`config.mk`:
```
export PLATFORM = sky130hd
export DESIGN_NAME = packet_pattern_patcher_core
export DESIGN_NICKNAME = d
export VERILOG_FILES = /design/src/hdl/ppp_pkg.sv /design/src/hdl/ppp_front.sv /design/src/hdl/ppp_queue.sv /design/src/hdl/packet_pattern_patcher_core.sv
export SDC_FILE = /design/constraint.sdc
export NUM_CORES = 1
export LEC_CHECK = 0
export BUFFER_PORTS_ARGS = -buffer_cell sky130_fd_sc_hd__buf_2
export CAP_MARGIN = 10
export CORE_MARGIN = 2
export CORE_UTILIZATION = 35
export CTS_CLUSTER_SIZE = 28
export DETAILED_ROUTE_END_ITERATION = 7
export GPL_ROUTABILITY_DRIVEN = 0
export PLACE_DENSITY_LB_ADDON = 0.08
export SYNTH_ARGS = -nofsm -noshare
export SYNTH_HDL_FRONTEND = slang
export SYNTH_HIERARCHICAL = 1
export SYNTH_SLANG_ARGS = --single-unit
export TNS_END_PERCENT = 100
```
`constraint.sdc`:
```
create_clock -name i_clk -period 3.8 [get_ports i_clk]
set_input_delay 0.57 -clock i_clk [delete_from_list [all_inputs] [get_ports i_clk]]
set_output_delay 0.57 -clock i_clk [all_outputs]
set_load 0.005 [all_outputs]
```
`src/hdl/ppp_pkg.sv`:
```
`timescale 1ns / 1ps
package ppp_pkg;

    localparam int LINE_DEPTH = 20;
    localparam int IDX_W      = 5;
    localparam logic [IDX_W-1:0] LAST_POS = IDX_W'(LINE_DEPTH - 1);
    localparam logic [IDX_W-1:0] FULL_CNT = IDX_W'(LINE_DEPTH);

    // signature bytes
    localparam logic [7:0] SIG_START = 8'h7e;
    localparam logic [7:0] SIG_ZERO  = 8'h00;
    localparam logic [7:0] SIG_TYPE  = 8'h41;
    localparam logic [7:0] SIG_EXT0  = 8'h79;
    localparam logic [7:0] SIG_EXT2  = 8'h0d;
    localparam logic [7:0] SIG_TAIL  = 8'h2e;
    localparam logic [7:0] TYPE_BITS = 8'h06;

    // mutation modes
    localparam logic [2:0] MODE_OFF      = 3'd0;
    localparam logic [2:0] MODE_MSGTYPE  = 3'd1;
    localparam logic [2:0] MODE_SECHDR   = 3'd2;
    localparam logic [2:0] MODE_REGTYPE  = 3'd3;
    localparam logic [2:0] MODE_IDLENGTH = 3'd4;
    localparam logic [2:0] MODE_TAILBCD  = 3'd5;
    localparam logic [2:0] MODE_TYPEBITS = 3'd6;

    // configuration register indexes
    localparam logic [1:0] CFG_MODE = 2'd0;
    localparam logic [1:0] CFG_BYTE = 2'd1;
    localparam logic [1:0] CFG_LEN  = 2'd2;

    typedef logic [LINE_DEPTH-1:0][7:0] t_line;
    typedef logic [LINE_DEPTH-1:0]      t_marks;

    typedef struct packed {
        logic [7:0] data;
        logic       last;
        logic       patched;
    } t_word;

    typedef struct packed {
        logic [2:0]  mode;
        logic [7:0]  rep_byte;
        logic [15:0] rep_len;
    } t_cfg;

    function automatic logic [IDX_W-1:0] window_length(input logic [2:0] mode);
        logic [IDX_W-1:0] w;
        case (mode)
            MODE_MSGTYPE:  w = IDX_W'(3);
            MODE_SECHDR:   w = IDX_W'(3);
            MODE_REGTYPE:  w = IDX_W'(4);
            MODE_IDLENGTH: w = IDX_W'(6);
            MODE_TAILBCD:  w = IDX_W'(20);
            MODE_TYPEBITS: w = IDX_W'(7);
            default:       w = '0;
        endcase
        return w;
    endfunction

    // signature test on the window that starts at the oldest held byte
    function automatic logic sig_match(input t_line v, input logic [2:0] mode);
        logic base;
        logic ext;
        base = (v[0] == SIG_START) && (v[1] == SIG_ZERO) && (v[2] == SIG_TYPE);
        ext  = (v[3] == SIG_EXT0) && (v[4] == SIG_ZERO) && (v[5] == SIG_EXT2);
        if (mode >= MODE_IDLENGTH) begin
            base = base && ext;
            if (mode == MODE_TAILBCD) begin
                base = base && (v[LAST_POS] == SIG_TAIL);
            end
        end
        return base;
    endfunction

endpackage

```
`src/hdl/ppp_front.sv`:
```
`timescale 1ns / 1ps
module ppp_front (
    input  logic           i_clk,
    input  logic           i_rst_n,
    input  logic           i_valid,
    input  logic [7:0]     i_data,
    input  logic           i_last,
    input  logic           i_up,
    input  ppp_pkg::t_cfg  i_cfg,
    input  logic           i_q_full,
    output logic           o_stall,
    output logic           o_push,
    output ppp_pkg::t_word o_word
);

    typedef enum logic [1:0] {
        ST_FILL  = 2'b01,
        ST_FLUSH = 2'b10
    } t_state;

    t_state                        r_state, n_state;
    ppp_pkg::t_line                r_line, n_line;
    ppp_pkg::t_marks               r_mark, n_mark;
    logic [ppp_pkg::IDX_W-1:0]     r_held, n_held;
    logic                          r_up, n_up;
    logic                          r_done, n_done;

    ppp_pkg::t_line                view, pv;
    ppp_pkg::t_marks               vmark, pm;
    logic                          accept, test_en, test_up, hit;
    logic [ppp_pkg::IDX_W-1:0]     test_cnt, wlen;

    assign o_stall = (r_state == ST_FLUSH) || i_q_full;
    assign accept  = i_valid && !o_stall;

    always_comb begin
        view  = r_line;
        vmark = r_mark;
        if (accept) begin
            view[r_held]  = i_data;
            vmark[r_held] = 1'b0;
        end

        test_en  = (accept && !i_last && (r_held == ppp_pkg::LAST_POS))
                 || ((r_state == ST_FLUSH) && !i_q_full);
        test_up  = (r_state == ST_FLUSH) ? r_up : i_up;
        test_cnt = (r_state == ST_FLUSH) ? r_held : ppp_pkg::FULL_CNT;
        wlen     = ppp_pkg::window_length(i_cfg.mode);
        hit      = test_en && !r_done && test_up && (wlen != '0) && (wlen <= test_cnt)
                 && ppp_pkg::sig_match(view, i_cfg.mode);

        pv = view;
        pm = vmark;
        if (hit) begin
            case (i_cfg.mode)
                ppp_pkg::MODE_MSGTYPE: begin
                    pv[2] = i_cfg.rep_byte; pm[2] = 1'b1;
                end
                ppp_pkg::MODE_SECHDR: begin
                    pv[1] = i_cfg.rep_byte; pm[1] = 1'b1;
                end
                ppp_pkg::MODE_REGTYPE: begin
                    pv[3] = i_cfg.rep_byte; pm[3] = 1'b1;
                end
                ppp_pkg::MODE_IDLENGTH: begin
                    pv[4] = i_cfg.rep_len[15:8]; pm[4] = 1'b1;
                    pv[5] = i_cfg.rep_len[7:0];  pm[5] = 1'b1;
                end
                ppp_pkg::MODE_TAILBCD: begin
                    pv[ppp_pkg::LAST_POS] = i_cfg.rep_byte;
                    pm[ppp_pkg::LAST_POS] = 1'b1;
                end
                default: begin
                    pv[6] = ppp_pkg::TYPE_BITS; pm[6] = 1'b1;
                end
            endcase
        end

        o_push         = test_en;
        o_word.data    = view[0];
        o_word.last    = (r_state == ST_FLUSH) && (r_held == ppp_pkg::IDX_W'(1));
        o_word.patched = vmark[0];

        n_state = r_state;
        n_line  = r_line;
        n_mark  = r_mark;
        n_held  = r_held;
        n_up    = r_up;
        n_done  = r_done || hit;

        if (test_en) begin
            // advance the line by one byte
            for (int i = 0; i < ppp_pkg::LINE_DEPTH - 1; i++) begin
                n_line[i] = pv[i+1];
                n_mark[i] = pm[i+1];
            end
            n_line[ppp_pkg::LAST_POS] = '0;
            n_mark[ppp_pkg::LAST_POS] = 1'b0;
            if (r_state == ST_FLUSH) begin
                n_held = r_held - ppp_pkg::IDX_W'(1);
                if (r_held == ppp_pkg::IDX_W'(1)) begin
                    n_state = ST_FILL;
                end
            end
        end else if (accept) begin
            n_line = view;
            n_mark = vmark;
            n_held = r_held + ppp_pkg::IDX_W'(1);
            if (i_last) begin
                n_up    = i_up;
                n_state = ST_FLUSH;
            end
        end
    end

    always_ff @(posedge i_clk) begin
        if (!i_rst_n) begin
            r_state <= ST_FILL;
            r_line  <= '0;
            r_mark  <= '0;
            r_held  <= '0;
            r_up    <= 1'b0;
            r_done  <= 1'b0;
        end else begin
            r_state <= n_state;
            r_line  <= n_line;
            r_mark  <= n_mark;
            r_held  <= n_held;
            r_up    <= n_up;
            r_done  <= n_done;
        end
    end

endmodule

```
`src/hdl/ppp_queue.sv`:
```
`timescale 1ns / 1ps
module ppp_queue (
    input  logic           i_clk,
    input  logic           i_rst_n,
    input  logic           i_push,
    input  ppp_pkg::t_word i_word,
    input  logic           i_stall,
    output logic           o_full,
    output logic           o_valid,
    output ppp_pkg::t_word o_word
);

    ppp_pkg::t_word r_q [2];
    logic           r_wr, r_rd;
    logic [1:0]     r_cnt;
    logic           pop, push;

    assign o_full  = (r_cnt == 2'd2);
    assign o_valid = (r_cnt != 2'd0);
    assign o_word  = r_q[r_rd];
    assign pop     = o_valid && !i_stall;
    assign push    = i_push && !o_full;

    always_ff @(posedge i_clk) begin
        if (push) begin
            r_q[r_wr] <= i_word;
        end
    end

    always_ff @(posedge i_clk) begin
        if (!i_rst_n) begin
            r_wr  <= 1'b0;
            r_rd  <= 1'b0;
            r_cnt <= 2'd0;
        end else begin
            if (push) begin
                r_wr <= ~r_wr;
            end
            if (pop) begin
                r_rd <= ~r_rd;
            end
            r_cnt <= r_cnt + 2'(push) - 2'(pop);
        end
    end

endmodule

```
`src/hdl/packet_pattern_patcher_core.sv`:
```
`timescale 1ns / 1ps
// Byte-stream patcher with a twenty-byte delay line.
// Input channel (i_in_valid / o_in_stall): one message byte per word with its
// end-of-message mark and uplink flag. Output channel (o_out_valid /
// i_out_stall): the delayed byte, its last mark and a patched flag.
// Config channel (i_cfg_valid / o_cfg_ready, always ready): index 0 mode,
// 1 replacement byte, 2 replacement length; write only while idle.
// Throughput: one byte per cycle while a message lasts and the output queue
// has room. Once 19 bytes are held each new byte pushes the oldest out, and
// that word is registered in the output queue before it can be taken.
// After the last byte of a message the front sequencer drains the line into
// the output queue, one byte a cycle while the queue has room, and holds
// o_in_stall high meanwhile. Each drained byte first has the signature window
// at its position tested.
// Reset clears the line, counters, the one-shot patch flag and config to
// mode off, byte 0x5c and length 13. A stalled receiver fills the two-word
// output queue, after which the front stops and holds o_in_stall high.
module packet_pattern_patcher_core (
    input  logic        i_clk,
    input  logic        i_rst_n,
    input  logic        i_in_valid,
    output logic        o_in_stall,
    input  logic [7:0]  i_data_byte,
    input  logic        i_end_of_message,
    input  logic        i_uplink,
    output logic        o_out_valid,
    input  logic        i_out_stall,
    output logic [7:0]  o_out_byte,
    output logic        o_out_last,
    output logic        o_byte_was_patched,
    input  logic        i_cfg_valid,
    output logic        o_cfg_ready,
    input  logic [1:0]  i_cfg_index,
    input  logic [15:0] i_cfg_data
);

    ppp_pkg::t_cfg  r_cfg;
    ppp_pkg::t_word push_word, out_word;
    logic           push, q_full;

    assign o_cfg_ready = 1'b1;

    // config registers; unknown indexes are dropped
    always_ff @(posedge i_clk) begin
        if (!i_rst_n) begin
            r_cfg.mode     <= ppp_pkg::MODE_OFF;
            r_cfg.rep_byte <= 8'd92;
            r_cfg.rep_len  <= 16'd13;
        end else if (i_cfg_valid && o_cfg_ready) begin
            case (i_cfg_index)
                ppp_pkg::CFG_MODE: r_cfg.mode     <= i_cfg_data[2:0];
                ppp_pkg::CFG_BYTE: r_cfg.rep_byte <= i_cfg_data[7:0];
                ppp_pkg::CFG_LEN:  r_cfg.rep_len  <= i_cfg_data;
                default: ;
            endcase
        end
    end

    // front: accept, hold and test bytes, drain on end of message
    ppp_front u_front (
        .i_clk    (i_clk),
        .i_rst_n  (i_rst_n),
        .i_valid  (i_in_valid),
        .i_data   (i_data_byte),
        .i_last   (i_end_of_message),
        .i_up     (i_uplink),
        .i_cfg    (r_cfg),
        .i_q_full (q_full),
        .o_stall  (o_in_stall),
        .o_push   (push),
        .o_word   (push_word)
    );

    // back: short output queue toward the receiver
    ppp_queue u_queue (
        .i_clk   (i_clk),
        .i_rst_n (i_rst_n),
        .i_push  (push),
        .i_word  (push_word),
        .i_stall (i_out_stall),
        .o_full  (q_full),
        .o_valid (o_out_valid),
        .o_word  (out_word)
    );

    assign o_out_byte         = out_word.data;
    assign o_out_last         = out_word.last;
    assign o_byte_was_patched = out_word.patched;

endmodule

```
==> results.md <==
* Status: completed
* Register area share after synthesis at 43.7%
* Met2 WL at 15,900 µm
* Syn Inst Count at between 1,000 and 1,500
* Root buffer cell: clkbuf_16
* PwrDens at 520 nW/µm²
* Slew Limit Headroom at 43.8%
* First-pass iteration count of the detailed router at 8
* Clock power frac at 43.9%
* WL met3 at 1870 µm
* RSZ-0062 raised after global routing: no
* Die height at 185 µm
* Largest net degree at the start of global routing at between 90 and 100
* All-Layer GR Usage at 21.3%
* Cell count after placement at around 1,700
* TNS Setup at 0 ns
* Top_reg_cell synth: dfxtp_1
* Critical path arrival at 3.83 ns
* Gate power share at approximately 17%
* Layout Cells excl Fill at 1,742
* Switch Pwr at about 2.0 mW
* Hold-fix buffers, CTS at 0
* Port Buf Inserts at between 40 and 50
* # nets final at 1,322
* Met1 wire length at 18,400 µm
* Via Count at about 10,000
* P_int at approximately 4.9 mW
* Sw Ratio at roughly 28%
* Power share of the sequential group at between 30% and 40%
* H-tree levels at 1
* First-pass GRT wire length at roughly 58,000 µm
* Min-Delay Path Class: in2reg
* Die ar. at around 34,000 µm²
* Max-cap violations at 0
* Crit path kind: reg2reg
* Ys async rst share at 0%
* Mapped Area at between 10,000 and 15,000 µm²
* Area contributors post-synth: dfxtp_1, a222oi_1, mux2i_1, edfxtp_1, nand2_1
* Final setup vio count at 0
* WL final at about 37,000 µm
* Final Slew Violations at 0
* Post-route ant nets at 0
* Max VDD drop at 0.288 mV
* Final hold slack at 0.274 ns
* Largest area contributor in the netlist: dfxtp_1
* Post-CTS setup buffers at 0
* Leak Pwr at 4.69 nW
* Crit path launch type: flip-flop
* Share of cells above drive strength 1 at 13.0%
* CTS tree: yes
* Post-cts sizing count at 0
* Pwr Total at 6.89 mW
* Synth top area share at between 30 and 40%
* Setup crit end kind: flip-flop
* N_diodes at 0
* Cell Rows at 66
* Fmax at 0.296 GHz
* FF+latch count, synth at 241
* Wire per inst at 21.0 µm
* Fin crit period at 3.38 ns
* Final Skew at 0.0282 ns
* Area grow syn2layout at 15.3%
* Top Ports at between 40 and 50
* Post-DP HPWL at between 20,000 and 25,000 µm
* Clock latency reported for the late side of the worst-skew pair at 0.56 ns
* Max Used Layer: met4
* Ys Warns at 6
* Vias per cell at 5.75
* Initial DRC count at between 1,000 and 1,500
* Clk sinks at 241
* Clock Pin Slew Worst Setup and Hold Paths at 0.06 ns
* Crit path max fanout at 12
* Initial antenna violation count at 0
* Vias in the first global route at roughly 9,600
* Net count of the mapped netlist at 1,311
* Filler cells at 3,249
* Drc violations at 0
* Post-synth EDFFs at 20
* Final hold vios at 0
* Mean Syn Cell Area at 9.08 µm²
* Std-Cell Core Area at between 30,000 and 40,000 µm²
* GRT Residual Overflow at 0
* Initial core utilization at between 30% and 40%
* Unique masters post-synth at between 70 and 80
* Chip Width at 185 µm
* Post-route clock period utilization at about nine tenths
* CTS buffer count at 29
* Longest Clk Path Bufs at 3
* Required time of the critical path at between 4 and 5 ns
* Slew @ Worst Pin at 0.843 ns
==> power by group through the flow <==
stage	Sequential [mW]	Clock, mW	Combinational (mW)
final	2.73	3.03	1.14
after global routing	2.74	3.21	1.25
after CTS	2.73	3.10	1.14
after detailed placement	2.78	0	1.13
after global placement	2.78	0	1.13
after floorplan	2.74	0	0.808
==> state kept, by name, summed over array words and instances, names as in the netlist, 2 cells and up, named ones only <==
signal           flops
u_queue/r_cnt        2
u_front/r_state      2
u_queue/r_q         20
u_front/r_mark      20
r_cfg               27
u_front/r_line     160
u_front/r_held       5
==> synth_stat cells (9+ instances only) <==
| master | count |
|---|---|
| a22o_1 | 15 |
| a22oi_1 | 44 |
| dfxtp_1 | 221 |
| a211oi_1 | 11 |
| clkbuf_1 | 92 |
| ha_1 | 11 |
| o21ai_0 | 25 |
| nor2_1 | 148 |
| mux2i_1 | 83 |
| mux2_1 | 10 |
| edfxtp_1 | 20 |
| nand2b_1 | 10 |
| nand3_1 | 28 |
| a31oi_1 | 9 |
| o22ai_1 | 11 |
| a222oi_1 | 86 |
| o21ai_1 | 19 |
| a21oi_1 | 42 |
| nand4_1 | 23 |
| buf_4 | 11 |
| nor2b_1 | 13 |
| nor3_1 | 9 |
| a21o_1 | 13 |
| o221ai_1 | 9 |
| nand2_1 | 150 |
| inv_1 | 20 |
==> path summary, 6_finish.rpt <==
path	startpoint	end	slack, ns	cells after the start
max	u_queue/r_cnt[0]	u_front/r_line[36]	0.42	10
min	i_cfg_data[13]	r_cfg[13]	0.27	3
max reg2reg	u_queue/r_cnt[0]	u_front/r_line[36]	0.42	10
min reg2reg	u_front/r_mark[19]	u_front/r_mark[19]	0.45	2
==> kinds of logic (layout without fill, tap and decap cells) <==
logic type	after synthesis	in the layout	synth area share, %
XOR/XNOR	8	8	0.609
flip-flops	241	241	43.7
multiplexers	96	96	8.49
AND/OR/NAND/NOR	445	445	19.0
AO/OA/AOI/OAI	328	328	21.9
adder cells (fa/ha/maj)	11	11	1.20
buffers and inverters	137	170	5.12
other	1	1	0.0326
==> layer usage <==
layer | vias up | global-route usage, %
met3 | 42 | 2.83
li1 | 4824 | -
met5 | - | 0
met4 | 0 | 4.79
met2 | 296 | 32.3
met1 | 4851 | 31.8
==> layout by cell type, fill, tap and decap left out, types with 10 or more instances in the layout <==
| master | count |
|---|---|
| dfxtp_1 | 221 |
| nand2_1 | 150 |
| nor2_1 | 148 |
| a222oi_1 | 86 |
| mux2i_1 | 83 |
| buf_4 | 48 |
| buf_2 | 44 |
| a22oi_1 | 44 |
| a21oi_1 | 41 |
| clkbuf_16 | 29 |
| nand3_1 | 28 |
| o21ai_0 | 25 |
| nand4_1 | 23 |
| inv_1 | 20 |
| edfxtp_1 | 20 |
| o21ai_1 | 19 |
| a22o_1 | 15 |
| nor2b_1 | 13 |
| a21o_1 | 13 |
| a211oi_1 | 11 |
| o22ai_1 | 11 |
| ha_1 | 11 |
| nand2b_1 | 10 |
| mux2_1 | 10 |
==> critical path, stage by stage (launching register included) <==
cell	delay, ns
dfxtp_1	0.33
nand2b_1	0.18
inv_1	0.12
nand2b_1	0.30
nor4_4	0.42
mux2i_1	0.37
or4b_4	0.58
nor4_4	0.32
buf_4	0.26
a41oi_1	0.13
a311oi_1	0.27
==> stage by stage <==
stage          instance area, µm²  worst slack (ns)  utilization [%]
5_1_grt                     13300             0.169             40.9
6_report                    13300             0.419             40.9
3_3_place_gp                12200             0.446             37.6
4_1_cts                     13300             0.472             40.9
3_5_place_dp                12200             0.413             37.6
2_1_floorplan               11500             0.578                -
==> final cells by class <==
type                    instances  area (µm²)  area share, %
multi-input cells             889        5910           44.6
inverters                      22        85.1          0.641
clock inverters                11         186           1.40
repair buffers                 95         641           4.83
well taps                     442         553           4.17
flip-flops and latches        241        5020           37.9
clock buffers                  42         868           6.54
No activity file was read; power rests on OpenSTA's default activity.
